[src/sv/assert_macros.svh]
`ifndef ASSERT_MACROS_SVH
`define ASSERT_MACROS_SVH

// property checked on every rising clock edge outside reset
`define ASSERT_ALWAYS(label, clk, rst_n, prop, msg) \
	label: assert property (@(posedge clk) disable iff (!rst_n) (prop)) else $error(msg);

// consequence required in the cycle after the trigger
`define ASSERT_NEXT(label, clk, rst_n, trig, cons, msg) \
	label: assert property (@(posedge clk) disable iff (!rst_n) (trig) |=> (cons)) \
		else $error(msg);

`endif

[src/sv/lbca_pkg.sv]
`timescale 1ns / 1ps
package lbca_pkg;

	localparam int KEY_W      = 32;
	localparam int SIZE_W     = 8;
	localparam int CNT_W      = 8;
	localparam int CFG_W      = 8;
	localparam int STATUS_W   = 3;
	localparam int BLK_OUT_W  = 7;
	localparam int IN_DATA_W  = 40;
	localparam int OUT_DATA_W = 32;
	localparam int LINK_TAG_W = 2;

	typedef enum logic [LINK_TAG_W-1:0] {
		LINK_TAG_LINK = 2'b00,
		LINK_TAG_END  = 2'b01,
		LINK_TAG_FREE = 2'b10
	} link_tag_t;

	typedef enum logic [STATUS_W-1:0] {
		STS_OK       = 3'd0,
		STS_NOSPACE  = 3'd1,
		STS_NOTFOUND = 3'd2,
		STS_DIRFULL  = 3'd3,
		STS_ZERO     = 3'd4
	} status_t;

	typedef enum logic {
		MODE_CREATE = 1'b0,
		MODE_DELETE = 1'b1
	} mode_t;

	typedef enum logic [8:0] {
		ST_CLEAR     = 9'b000000001,
		ST_IDLE      = 9'b000000010,
		ST_C_SCAN    = 9'b000000100,
		ST_C_LINK    = 9'b000001000,
		ST_D_FIND    = 9'b000010000,
		ST_D_WALK_RD = 9'b000100000,
		ST_D_WALK_WR = 9'b001000000,
		ST_D_SHIFT   = 9'b010000000,
		ST_DONE      = 9'b100000000
	} state_t;

endpackage

[src/sv/lbca_link_mem.sv]
`timescale 1ns / 1ps
`include "assert_macros.svh"
module lbca_link_mem import lbca_pkg::*; #(
	parameter int BLOCKS = 128,
	localparam int BW = $clog2(BLOCKS),
	localparam int LW = BW + LINK_TAG_W
) (
	input  logic          clk,
	input  logic          arst_n,
	input  logic          clr_start,
	output logic          clr_busy,
	input  logic          we,
	input  logic [BW-1:0] waddr,
	input  logic [LW-1:0] wdata,
	input  logic [BW-1:0] raddr,
	output logic [LW-1:0] rdata
);

	logic [LW-1:0] mem [BLOCKS];
	logic [BW-1:0] clr_cnt_q;
	logic          clr_busy_q;
	logic          mem_we;
	logic [BW-1:0] mem_waddr;
	logic [LW-1:0] mem_wdata;

	always_ff @(posedge clk or negedge arst_n) begin
		if (!arst_n) begin
			clr_busy_q <= 1'b1;
			clr_cnt_q  <= '0;
		end else if (clr_start) begin
			clr_busy_q <= 1'b1;
			clr_cnt_q  <= '0;
		end else if (clr_busy_q) begin
			if (clr_cnt_q == BW'(BLOCKS - 1)) begin
				clr_busy_q <= 1'b0;
			end else begin
				clr_cnt_q <= clr_cnt_q + BW'(1);
			end
		end
	end

	assign clr_busy  = clr_busy_q;
	assign mem_we    = clr_busy_q || we;
	assign mem_waddr = clr_busy_q ? clr_cnt_q : waddr;
	assign mem_wdata = clr_busy_q ? {LINK_TAG_FREE, BW'(0)} : wdata;

	always_ff @(posedge clk) begin
		if (mem_we) begin
			mem[mem_waddr] <= mem_wdata;
		end
		rdata <= mem[raddr];
	end

	`ASSERT_ALWAYS(a_no_write_in_clear, clk, arst_n, !(clr_busy_q && we), "write during clear pass")
	`ASSERT_ALWAYS(a_clr_cnt_bound, clk, arst_n, int'(clr_cnt_q) < BLOCKS, "clear count overrun")
	`ASSERT_NEXT(a_clr_restart, clk, arst_n, clr_start, clr_busy_q && (clr_cnt_q == '0), "clear not restarted")

endmodule

[src/sv/linked_block_chain_allocator.sv]
// Create: the block-table scan reads one entry a cycle from block 0 up to total_blocks,
// linking each free block claimed; a create rejected at input goes straight to the result.
// Delete: the directory is searched for the key, each chain block is read and then freed,
// and every later directory entry moves up one place; a missing key ends the search.
// One item in work at a time; the next item is taken while a result waits in the output.
// Reset and every total_blocks write run a clear pass over all BLOCKS entries of the block
// table, taking no input transfer until it ends; the directory is emptied at once.
`timescale 1ns / 1ps
`include "assert_macros.svh"
module linked_block_chain_allocator import lbca_pkg::*; #(
	parameter int BLOCKS = 128,
	parameter int MAX_FILES = 64
) (
	input  logic                  clk,
	input  logic                  arst_n,
	input  logic                  cfg_we,
	input  logic [CFG_W-1:0]      cfg_wdata,
	input  logic                  s_tvalid,
	output logic                  s_tready,
	input  logic [IN_DATA_W-1:0]  s_tdata,  // file_key, size_blocks
	input  logic                  s_tuser,  // mode
	output logic                  m_tvalid,
	input  logic                  m_tready,
	output logic [OUT_DATA_W-1:0] m_tdata   // status, start_block, end_block, free_count
);

	localparam int BW        = $clog2(BLOCKS);
	localparam int LW        = BW + LINK_TAG_W;
	localparam int SW        = BW + 1;
	localparam int DW        = (MAX_FILES > 1) ? $clog2(MAX_FILES) : 1;
	localparam int CW        = $clog2(MAX_FILES + 1);
	localparam int DEW       = KEY_W + 2 * BW;
	localparam int RESET_EFF = (BLOCKS < 128) ? BLOCKS : 128;

	function automatic logic [CNT_W-1:0] eff_count(input logic [CFG_W-1:0] v);
		logic [CNT_W-1:0] r;
		if (v == '0) begin
			r = CNT_W'(1);
		end else if (int'(v) > BLOCKS) begin
			r = CNT_W'(BLOCKS);
		end else begin
			r = CNT_W'(v);
		end
		return r;
	endfunction

	state_t            state_q;
	logic [CNT_W-1:0]  n_q;
	logic [CNT_W-1:0]  free_q;
	logic [CW-1:0]     dcnt_q;
	logic [KEY_W-1:0]  key_q;
	logic [SIZE_W-1:0] size_q;
	logic [SW-1:0]     scan_q;
	logic [CW-1:0]     didx_q;
	logic [SIZE_W-1:0] got_q;
	logic [BW-1:0]     first_q;
	logic [BW-1:0]     prev_q;
	logic [BW-1:0]     cur_q;
	logic              rd_v_s1;
	logic [BW-1:0]     rd_blk_s1;
	logic [DW-1:0]     rd_dir_s1;
	status_t           sts_q;
	logic [BW-1:0]     res_start_q;
	logic [BW-1:0]     res_end_q;
	logic              m_tvalid_q;
	logic [OUT_DATA_W-1:0] m_tdata_q;

	logic              clr_busy;
	logic              lm_we;
	logic [BW-1:0]     lm_waddr;
	logic [LW-1:0]     lm_wdata;
	logic [BW-1:0]     lm_raddr;
	logic [LW-1:0]     lm_rdata;
	link_tag_t         lm_tag;

	logic [DEW-1:0]    dir_mem [MAX_FILES];
	logic              dir_we;
	logic [DW-1:0]     dir_waddr;
	logic [DEW-1:0]    dir_wdata;
	logic [DW-1:0]     dir_raddr;
	logic [DEW-1:0]    dir_rdata;
	logic              key_hit;
	logic [BW-1:0]     dir_start;

	logic [SIZE_W-1:0] in_size;
	logic              scan_go;
	logic              dfind_go;
	logic              dshift_go;
	logic              scan_found;
	logic              out_free;

	lbca_link_mem #(
		.BLOCKS(BLOCKS)
	) u_link_mem (
		.clk      (clk),
		.arst_n   (arst_n),
		.clr_start(cfg_we),
		.clr_busy (clr_busy),
		.we       (lm_we),
		.waddr    (lm_waddr),
		.wdata    (lm_wdata),
		.raddr    (lm_raddr),
		.rdata    (lm_rdata)
	);

	always_ff @(posedge clk) begin
		if (dir_we) begin
			dir_mem[dir_waddr] <= dir_wdata;
		end
		dir_rdata <= dir_mem[dir_raddr];
	end

	assign in_size    = s_tdata[KEY_W +: SIZE_W];
	assign lm_tag     = link_tag_t'(lm_rdata[LW-1 -: LINK_TAG_W]);
	assign key_hit    = dir_rdata[DEW-1 -: KEY_W] == key_q;
	assign dir_start  = dir_rdata[2*BW-1 -: BW];
	assign scan_go    = (state_q == ST_C_SCAN) && (int'(scan_q) < int'(n_q));
	assign dfind_go   = (state_q == ST_D_FIND) && (didx_q < dcnt_q);
	assign dshift_go  = (state_q == ST_D_SHIFT) && (didx_q < dcnt_q);
	assign scan_found = rd_v_s1 && (lm_tag == LINK_TAG_FREE);
	assign out_free   = !m_tvalid_q || m_tready;
	assign s_tready   = state_q == ST_IDLE;
	assign dir_raddr  = didx_q[DW-1:0];
	assign lm_raddr   = (state_q == ST_D_WALK_RD) ? cur_q : scan_q[BW-1:0];

	always_comb begin
		lm_we     = 1'b0;
		lm_waddr  = prev_q;
		lm_wdata  = {LINK_TAG_LINK, rd_blk_s1};
		dir_we    = 1'b0;
		dir_waddr = dcnt_q[DW-1:0];
		dir_wdata = {key_q, first_q, prev_q};
		case (state_q)
			ST_C_SCAN: begin
				lm_we = scan_found && (got_q != '0);
			end
			ST_C_LINK: begin
				lm_we    = got_q != '0;
				lm_wdata = {LINK_TAG_END, BW'(0)};
				dir_we   = got_q != '0;
			end
			ST_D_WALK_WR: begin
				lm_we    = lm_tag != LINK_TAG_FREE;
				lm_waddr = cur_q;
				lm_wdata = {LINK_TAG_FREE, BW'(0)};
			end
			ST_D_SHIFT: begin
				dir_we    = rd_v_s1;
				dir_waddr = rd_dir_s1 - DW'(1);
				dir_wdata = dir_rdata;
			end
			default: begin
			end
		endcase
	end

	always_ff @(posedge clk or negedge arst_n) begin
		if (!arst_n) begin
			state_q     <= ST_CLEAR;
			n_q         <= CNT_W'(RESET_EFF);
			free_q      <= CNT_W'(RESET_EFF);
			dcnt_q      <= '0;
			key_q       <= '0;
			size_q      <= '0;
			scan_q      <= '0;
			didx_q      <= '0;
			got_q       <= '0;
			first_q     <= '0;
			prev_q      <= '0;
			cur_q       <= '0;
			rd_v_s1     <= 1'b0;
			rd_blk_s1   <= '0;
			rd_dir_s1   <= '0;
			sts_q       <= STS_OK;
			res_start_q <= '0;
			res_end_q   <= '0;
		end else begin
			rd_v_s1 <= 1'b0;
			case (state_q)
				ST_CLEAR: begin
					if (!clr_busy) begin
						state_q <= ST_IDLE;
					end
				end
				ST_IDLE: begin
					if (s_tvalid) begin
						key_q       <= s_tdata[KEY_W-1:0];
						size_q      <= in_size;
						scan_q      <= '0;
						didx_q      <= '0;
						got_q       <= '0;
						res_start_q <= '0;
						res_end_q   <= '0;
						if (mode_t'(s_tuser) == MODE_DELETE) begin
							if (dcnt_q == '0) begin
								sts_q   <= STS_NOTFOUND;
								state_q <= ST_DONE;
							end else begin
								state_q <= ST_D_FIND;
							end
						end else if (in_size == '0) begin
							sts_q   <= STS_ZERO;
							state_q <= ST_DONE;
						end else if (in_size > free_q) begin
							sts_q   <= STS_NOSPACE;
							state_q <= ST_DONE;
						end else if (int'(dcnt_q) >= MAX_FILES) begin
							sts_q   <= STS_DIRFULL;
							state_q <= ST_DONE;
						end else begin
							state_q <= ST_C_SCAN;
						end
					end
				end
				ST_C_SCAN: begin
					if (scan_go) begin
						scan_q    <= scan_q + SW'(1);
						rd_v_s1   <= 1'b1;
						rd_blk_s1 <= scan_q[BW-1:0];
					end
					if (scan_found) begin
						if (got_q == '0) begin
							first_q <= rd_blk_s1;
						end
						prev_q <= rd_blk_s1;
						got_q  <= got_q + SIZE_W'(1);
						if (got_q + SIZE_W'(1) == size_q) begin
							state_q <= ST_C_LINK;
						end
					end else if (!rd_v_s1 && !scan_go) begin
						state_q <= ST_C_LINK;
					end
				end
				ST_C_LINK: begin
					if (got_q == '0) begin
						sts_q <= STS_NOSPACE;
					end else begin
						sts_q       <= STS_OK;
						dcnt_q      <= dcnt_q + CW'(1);
						free_q      <= free_q - got_q;
						res_start_q <= first_q;
						res_end_q   <= prev_q;
					end
					state_q <= ST_DONE;
				end
				ST_D_FIND: begin
					if (dfind_go) begin
						didx_q    <= didx_q + CW'(1);
						rd_v_s1   <= 1'b1;
						rd_dir_s1 <= didx_q[DW-1:0];
					end
					if (rd_v_s1 && key_hit) begin
						cur_q       <= dir_start;
						res_start_q <= dir_start;
						didx_q      <= CW'(rd_dir_s1) + CW'(1);
						state_q     <= ST_D_WALK_RD;
					end else if (!rd_v_s1 && !dfind_go) begin
						sts_q   <= STS_NOTFOUND;
						state_q <= ST_DONE;
					end
				end
				ST_D_WALK_RD: begin
					state_q <= ST_D_WALK_WR;
				end
				ST_D_WALK_WR: begin
					if (lm_tag == LINK_TAG_FREE) begin
						state_q <= ST_D_SHIFT;
					end else begin
						free_q <= free_q + CNT_W'(1);
						if (lm_tag == LINK_TAG_END) begin
							state_q <= ST_D_SHIFT;
						end else begin
							cur_q   <= lm_rdata[BW-1:0];
							state_q <= ST_D_WALK_RD;
						end
					end
				end
				ST_D_SHIFT: begin
					if (dshift_go) begin
						didx_q    <= didx_q + CW'(1);
						rd_v_s1   <= 1'b1;
						rd_dir_s1 <= didx_q[DW-1:0];
					end else if (!rd_v_s1) begin
						dcnt_q  <= dcnt_q - CW'(1);
						sts_q   <= STS_OK;
						state_q <= ST_DONE;
					end
				end
				ST_DONE: begin
					if (out_free) begin
						state_q <= ST_IDLE;
					end
				end
				default: begin
					state_q <= ST_IDLE;
				end
			endcase
			if (cfg_we) begin
				n_q     <= eff_count(cfg_wdata);
				free_q  <= eff_count(cfg_wdata);
				dcnt_q  <= '0;
				state_q <= ST_CLEAR;
			end
		end
	end

	always_ff @(posedge clk or negedge arst_n) begin
		if (!arst_n) begin
			m_tvalid_q <= 1'b0;
			m_tdata_q  <= '0;
		end else if ((state_q == ST_DONE) && out_free) begin
			m_tvalid_q <= 1'b1;
			m_tdata_q  <= OUT_DATA_W'({free_q, BLK_OUT_W'(res_end_q),
				BLK_OUT_W'(res_start_q), sts_q});
		end else if (m_tready) begin
			m_tvalid_q <= 1'b0;
		end
	end

	assign m_tvalid = m_tvalid_q;
	assign m_tdata  = m_tdata_q;

	`ASSERT_ALWAYS(a_free_bound, clk, arst_n, free_q <= n_q, "free count above disk size")
	`ASSERT_ALWAYS(a_dir_bound, clk, arst_n, int'(dcnt_q) <= MAX_FILES, "directory overrun")
	`ASSERT_ALWAYS(a_scan_short, clk, arst_n, (state_q == ST_C_SCAN) |-> (got_q < size_q), "scan claimed too many blocks")
	`ASSERT_NEXT(a_done_emits, clk, arst_n, (state_q == ST_DONE) && out_free && !cfg_we, m_tvalid_q && (state_q == ST_IDLE), "result not transferred to output")

endmodule
[config.mk]
export PLATFORM = sky130hd
export DESIGN_NAME = linked_block_chain_allocator
export DESIGN_NICKNAME = d
export VERILOG_FILES = /design/src/sv/lbca_pkg.sv /design/src/sv/lbca_link_mem.sv /design/src/sv/linked_block_chain_allocator.sv
export VERILOG_INCLUDE_DIRS = /design/src /design/src/sv
export SDC_FILE = /design/constraint.sdc
export NUM_CORES = 2
export LEC_CHECK = 0
export BUFFER_PORTS_ARGS = -buffer_cell sky130_fd_sc_hd__buf_2
export CORE_UTILIZATION = 62
export CTS_CLUSTER_DIAMETER = 50
export CTS_CLUSTER_SIZE = 25
export DETAILED_ROUTE_END_ITERATION = 10
export PLACE_DENSITY = 0.78
export SLEW_MARGIN = 10
export SYNTH_ARGS = -nofsm -noshare
export SYNTH_HDL_FRONTEND = slang
export SYNTH_SLANG_ARGS = --single-unit
[constraint.sdc]
create_clock -name clk -period 11.15 [get_ports clk]
set_input_delay 2.23 -clock clk [delete_from_list [all_inputs] [get_ports clk]]
set_output_delay 2.23 -clock clk [all_outputs]
set_load 0.01 [all_outputs]
# --- After elaboration in Yosys (flattened, before gate mapping) ---
# Memories as Yosys holds them, arrays and structs flattened. A register that Yosys moved wholly into a read port is not among the register bits.
# Cells that the tools add are included.
totals:
  ff_bits: 181
  mem_bits_rw: 4096
  input_bits: 54
  output_inout_bits: 34
  elab_cells: 216
  mem_count: 2
mem_list:
  columns: ["memory", "words", "word_bits", "rd", "rd_ports_with_merged_regs", "write_ports", "line", "rtl"]
  rows:
  - ["dir_mem", 64, 46, 1, 1, 1, "linked_block_chain_allocator.sv:76", "logic [DEW-1:0] dir_mem [MAX_FILES];"]
  - ["u_link_mem.mem", 128, 9, 1, 1, 1, "lbca_link_mem.sv:19", "logic [LW-1:0] mem [BLOCKS];"]
classes:
  n_addsub: 10
  n_lt_le_gt_ge: 5
  n_eq_ne: 42
  muxes: 88
  n_reduce_logical: 47
op_table:
  columns: ["operator", "n"]
  rows:
  - ["$mux W9", 17]
  - ["$mux W7", 19]
  - ["$pmux W9 S9", 1]
  - ["$mux W8", 10]
  - ["$pmux W8 S2", 3]
  - ["$mux W46", 1]
  - ["$pmux W7 S2", 3]
  - ["$pmux W7 S3", 2]
  - ["$eq A32 B32 Y1", 1]
  - ["$mux W3", 10]
  - ["$ne A2 B2 Y1 const B", 13]
  - ["$add A8 B1 Y8 const B", 3]
  - ["$logic_not A8 Y1", 3]
  - ["$add A7 B1 Y7 const B", 3]
  - ["$ne A3 B3 Y1 const B", 7]
  - ["$mux W6", 3]
  - ["$pmux W9 S2", 1]
  - ["$reduce_and A3 Y1", 6]
  - ["$reduce_and A4 Y1", 4]
  - ["$reduce_and A8 Y1", 2]
  - ["$mux W1", 13]
  - ["$pmux W3 S4", 1]
  - ["$pmux W6 S2", 1]
  - ["$reduce_bool A2 Y1", 6]
  - ["other kinds (37)", 59]

# --- Logic depth before layout (Yosys ltp) ---
logic_depth:
  word_depth: 8
  ltp_mapped: 18
  depth_no_buf: 16

# --- Hierarchy ---
# A second synthesis with hierarchy kept.
unflattened:
  hier_cells: 6719
  hier_area_um2: 150728.3
modules_own_cells:
  columns: ["mod", "instances", "cells_per_inst", "area_per_inst_um2", "seq_area_each_um2"]
  rows:
  - ["linked_block_chain_allocator", 1, 4835, 105636.3, 80065.5]
  - ["lbca_link_mem", 1, 1884, 45092.0, 34974.8]

# --- Least setup slack after synthesis ---
# Ideal clock, no wire load.
synth_path:
  path_type: "register -> register"
  start: "reg state_q[0]"
  end: "mem u_link_mem.mem[0][0] (netlist name), data pin"
  setup_time_ps: 534
  arrival_ps: 5198
  required_ps: 10616
  path_slack_ps: 5419
  stages_incl_launch_ff: 9
  synth_period_minus_slack_ps: 5731
  cell_sequence: "dfstp_2 -> or3_1 -> clkbuf_1 -> nor2_1 -> nand3b_1 -> buf_1 -> nand2b_1 -> nor2_1 -> and2_1"
synth_via:
  elab_chain_cells: 3
synth_rtl:
  columns: ["item", "line", "rtl"]
  rows:
  - ["start: declaration", "linked_block_chain_allocator.sv:47", "state_t state_q;"]
  - ["start signal: assignment", "linked_block_chain_allocator.sv:159", "state_q <= ST_CLEAR;"]
  - ["start signal: assignment", "linked_block_chain_allocator.sv:182", "state_q <= ST_IDLE;"]
  - ["start signal: assignment", "linked_block_chain_allocator.sv:197", "state_q <= ST_DONE;"]
  - ["$eq A9 B7 Y1 / $eq A9 B4 Y1 (equally long branches)", "linked_block_chain_allocator.sv:133", "case (state_q)"]
  - ["$pmux W9 S2 *", "linked_block_chain_allocator.sv:133", null]
  - ["$mux W9 *", "lbca_link_mem.sv:45", "assign mem_wdata = clr_busy_q ? {LINK_TAG_FREE, BW'(0)} : wdata;"]
  - ["via u_link_mem.mem_wdata[0]", "lbca_link_mem.sv:24", "logic [LW-1:0] mem_wdata;"]
  - ["end: declaration", "lbca_link_mem.sv:19", null]
# Mark *: on every way through the listed nets, which the timed path passes. The rest lies on a longest branch.

# --- Worst setup path after layout ---
layout_path:
  start: "reg state_q[2]"
  end: "mem dir_mem[26][43] (netlist name) (enable)"
layout_via:
  elab_chain_cells: 4
layout_rtl:
  columns: ["item", "line", "rtl"]
  rows:
  - ["$eq A9 B8 Y1 / $eq A9 B4 Y1 (equally long branches)", "linked_block_chain_allocator.sv:133", null]
  - ["$pmux W1 S2", "linked_block_chain_allocator.sv:133", null]
  - ["$mux W1", "linked_block_chain_allocator.sv:107", "if (dir_we) begin"]
  - ["$mux W1 (not written as such)", "linked_block_chain_allocator.sv:108", "dir_mem[dir_waddr] <= dir_wdata;"]
  - ["end: declaration", "linked_block_chain_allocator.sv:76", null]
# Parallel ways exist; a longest one is shown, timed or not.

==> results.yml <==
synthesis:
  synthMuxAreaShare_pct: 13.31
  synth.distinct_cells: 78
  ys_warn_count: 0
  synthXorXnorAreaFrac_pct: 0.4443
  avgSynthCellArea_um2: 18.26
  syn_inst: 8313
  ys_seq_elements: 3877
  synthFlopType: "edfxtp_1"
  synthSimpleGateAreaFrac_pct: 6.034
  synthAdderAreaFrac_pct: 0.3726
  async_reset_ff_share_pct: 4.669
  netlist_area_um2: 151800
  synth_seq_area_share_pct: 75.79
  synth_top_family_by_area: "multiplexers"
  synth-edff-count: 3648
  synth_compound_area_share_pct: 2.697
worst_setup_path:
  path_max_fanout: 51
  rr_worst_depth: 9
  cp-start-kind: "flip-flop"
  worstPathRequired_ps: 11700
  rrSetupSlack_ps: 5410
  r2r-start: "state_q[2]$_DFFE_PN0P_"
  worst_setup_path_end_kind: "flip-flop"
  critPathKind: "flip-flop to flip-flop"
  worstPathArrival_ps: 6290
  r2r_end: "dir_mem[26][43]$_DFFE_PP_"
route:
  firstDrtPassIters: 10
  via_per_inst: 7.030
  vias: 83800
  ant_nets: 0
  wl_um: 416200
  wl_per_cell_um: 34.92
  drtIter0Drc: 13480
  drc: 0
floorplan:
  die_h_um: 496.8
  start_util_pct: 62.40
  die_w_um: 496.8
  die_area_um2: 246800
  core_um2: 243200
  ioPinCount: 88
  rows: 181
layout:
  layout-drive-gt1-share_pct: 20.73
  syn_to_final_growth_pct: 10.54
  finish.instance_area_um2: 167800
  nets: 8560
  fill_cells: 14170
place:
  hpwlAfterDp_um: 229700
  placed_cell_area_um2: 156700
  gp_congestion: 0.9230
  port_buffers: 80
status:
  status: "finished clean"
job:
  cap_violations: 0
timing:
  fin_crit_sh_pct: 51.52
  max_freq_mhz: 174.1
  final-setup-viol-count: 0
  tns_ps: 0
  post-route-min-period_ps: 5745
  worst_clock_skew_ps: 85.66
  tightestPinTransition_ps: 1255
  maxSlewViolCount: 0
  rsz0062_at_grt: "no"
  fin_hold_ws_ps: 492.9
  hold_viol_final: 0
  relSlewSlack_pct: 16.31
clock_tree:
  htree_levels: 5
  cts-buffers-inserted: 319
  insertion_delay_ps: 980
  post_cts_buffers: 0
  cts_sinks: 3877
  ctsResizeCount: 0
  cts_tree: "yes"
  ctsHoldBuffers: 0
  clockRootBuffer: "clkbuf_16"
  cts_max_path_buffers: 4
  path_clk_slew_ps: 90
power_and_ir_drop:
  p_per_area_nw_per_um2: 205.2
  p_leak_uw: 0.05178
  vdd_drop_max_mv: 0.2007
  power_uw: 34430
global_routing:
  grt_pass1_vias: 84080
  antenna_found_initial: 23
  track_usage_pct: 34.15
  grt_start_max_net_pins: 168
  overflow: 0
  grt_pass1_wl_um: 594700
hold_path:
  whs_path_depth: 2
  holdCritPathClass: "flip-flop to flip-flop"
  whs_endpoint: "res_end_q[0]$_DFFE_PN0P_"
  min_from: "res_end_q[0]$_DFFE_PN0P_"
[flip-flops by register name, indices dropped and copies added (netlist names), 8 cells and up]
register,cells
u_link_mem.mem,1152
size_q,8
free_q,8
dir_rdata,39
scan_q,8
m_tdata,25
u_link_mem.rdata,9
dir_mem,2496
state_q,9
got_q,8
n_q,8
key_q,32
[where the power goes]
group | internal [uW] | switching (uW) | total [uW]
combinational | 1300 | 3880 | 5180
sequential | 17000 | 301 | 17300
clock | 6080 | 5830 | 11900
[layout by cell type (no fill, tap or decap), types with 22 or more instances in the layout]
cell type  count
nor2_4        65
o22ai_1       27
inv_6         50
nor3_1        41
mux2_2        47
a211oi_1      49
mux2i_1      116
o21ai_0      113
buf_4        189
xor2_1        22
nand2_1     1288
inv_1         45
and3_1        48
nor2_1       272
a32oi_1       23
nand3_1      296
mux4_2       819
edfxtp_1    3648
a31oi_1       60
inv_8         31
a21oi_1      220
nand4_1       43
nor4_1        23
ha_1          42
inv_12        23
dfxtp_1       48
clkbuf_16    326
xnor2_1       55
buf_2         79
clkinv_8      45
dfrtp_1      171
[worst max-delay path, cell delays in order, from the launching register on]
cell and delay [ps]:
dfrtp_1 480, or4_1 260, nor4_1 110, nand3b_1 100, buf_4 660, clkinv_2 720, o31ai_1 640, nand2_1 580
nor2_4 1020, buf_4 570
[how the worst max path moves through the flow]
stage	start	to	slack, ps	depth (start not counted)
final	state_q[2]$_DFFE_PN0P_	dir_mem[26][43]$_DFFE_PP_	5410	9
after floorplan	state_q[0]$_DFFE_PN1P_	u_link_mem.mem[0][0]$_DFFE_PP_	5420	8
after CTS	state_q[4]$_DFFE_PN0P_	dir_mem[26][43]$_DFFE_PP_	5660	9
after global routing	state_q[2]$_DFFE_PN0P_	dir_mem[26][43]$_DFFE_PP_	5410	9
after global placement	state_q[7]$_DFFE_PN0P_	u_link_mem.rdata[8]$_DFF_P_	5250	12
after detailed placement	state_q[4]$_DFFE_PN0P_	dir_mem[26][23]$_DFFE_PP_	5910	9
[synth_stat cells, types with 61 or more instances]
cell,n,area share [%]
nand2_1,1291,3.2
clkbuf_1,269,0.67
a31oi_1,61,0.25
nand3_1,296,0.98
a21oi_1,221,0.73
nor2_1,339,0.84
o21ai_0,113,0.37
dfrtp_1,177,2.9
edfxtp_1,3648,72
mux4_2,819,12
mux2i_1,121,0.80
buf_2,82,0.27
buf_1,93,0.23
[final cells by class]
| cell class | count | area [um2] | area share [%] |
|---|---|---|---|
| diodes | 9 | 22.52 | 0.01342 |
| clock buffers | 345 | 8279 | 4.934 |
| clock inverters | 222 | 2823 | 1.682 |
| inverters | 46 | 173.9 | 0.1037 |
| multi-input cells | 3939 | 35390 | 21.09 |
| flip-flops and latches | 3877 | 115100 | 68.58 |
| well taps | 3202 | 4006 | 2.388 |
| repair buffers | 279 | 2029 | 1.210 |
[per-stage QoR]
stage / instances / util (%) / setup WS (ps)
2_1_floorplan: 8319 / - / 5419
3_3_place_gp: 11340 / 64.41 / 5252
3_5_place_dp: 11340 / 64.41 / 5911
4_1_cts: 11910 / 68.97 / 5659
5_1_grt: 11920 / 68.98 / 5411
6_report: 11920 / 68.98 / 5405
[logic make-up after synthesis]
group	after synthesis
DFF	3877
xor gates and xnor gates	77
other	1
muxes	989
adders and majority gates	44
AOI/OAI and AO/OA	649
and+or+nand+nor	2173
buffers and inverters	503
[layer usage]
| layer | vias to the layer above | global-route usage (%) | share of wire (%) |
|---|---|---|---|
| met2 | 6801 | 54.96 | 49 |
| met1 | 42370 | 43.07 | 32 |
| met4 | 16 | 20.92 | 7.4 |
| li1 | 33180 | - | - |
| met3 | 1434 | 7.215 | 12 |
| met5 | - | 0 | 0.023 |
Power figures use the tool's default switching activity.
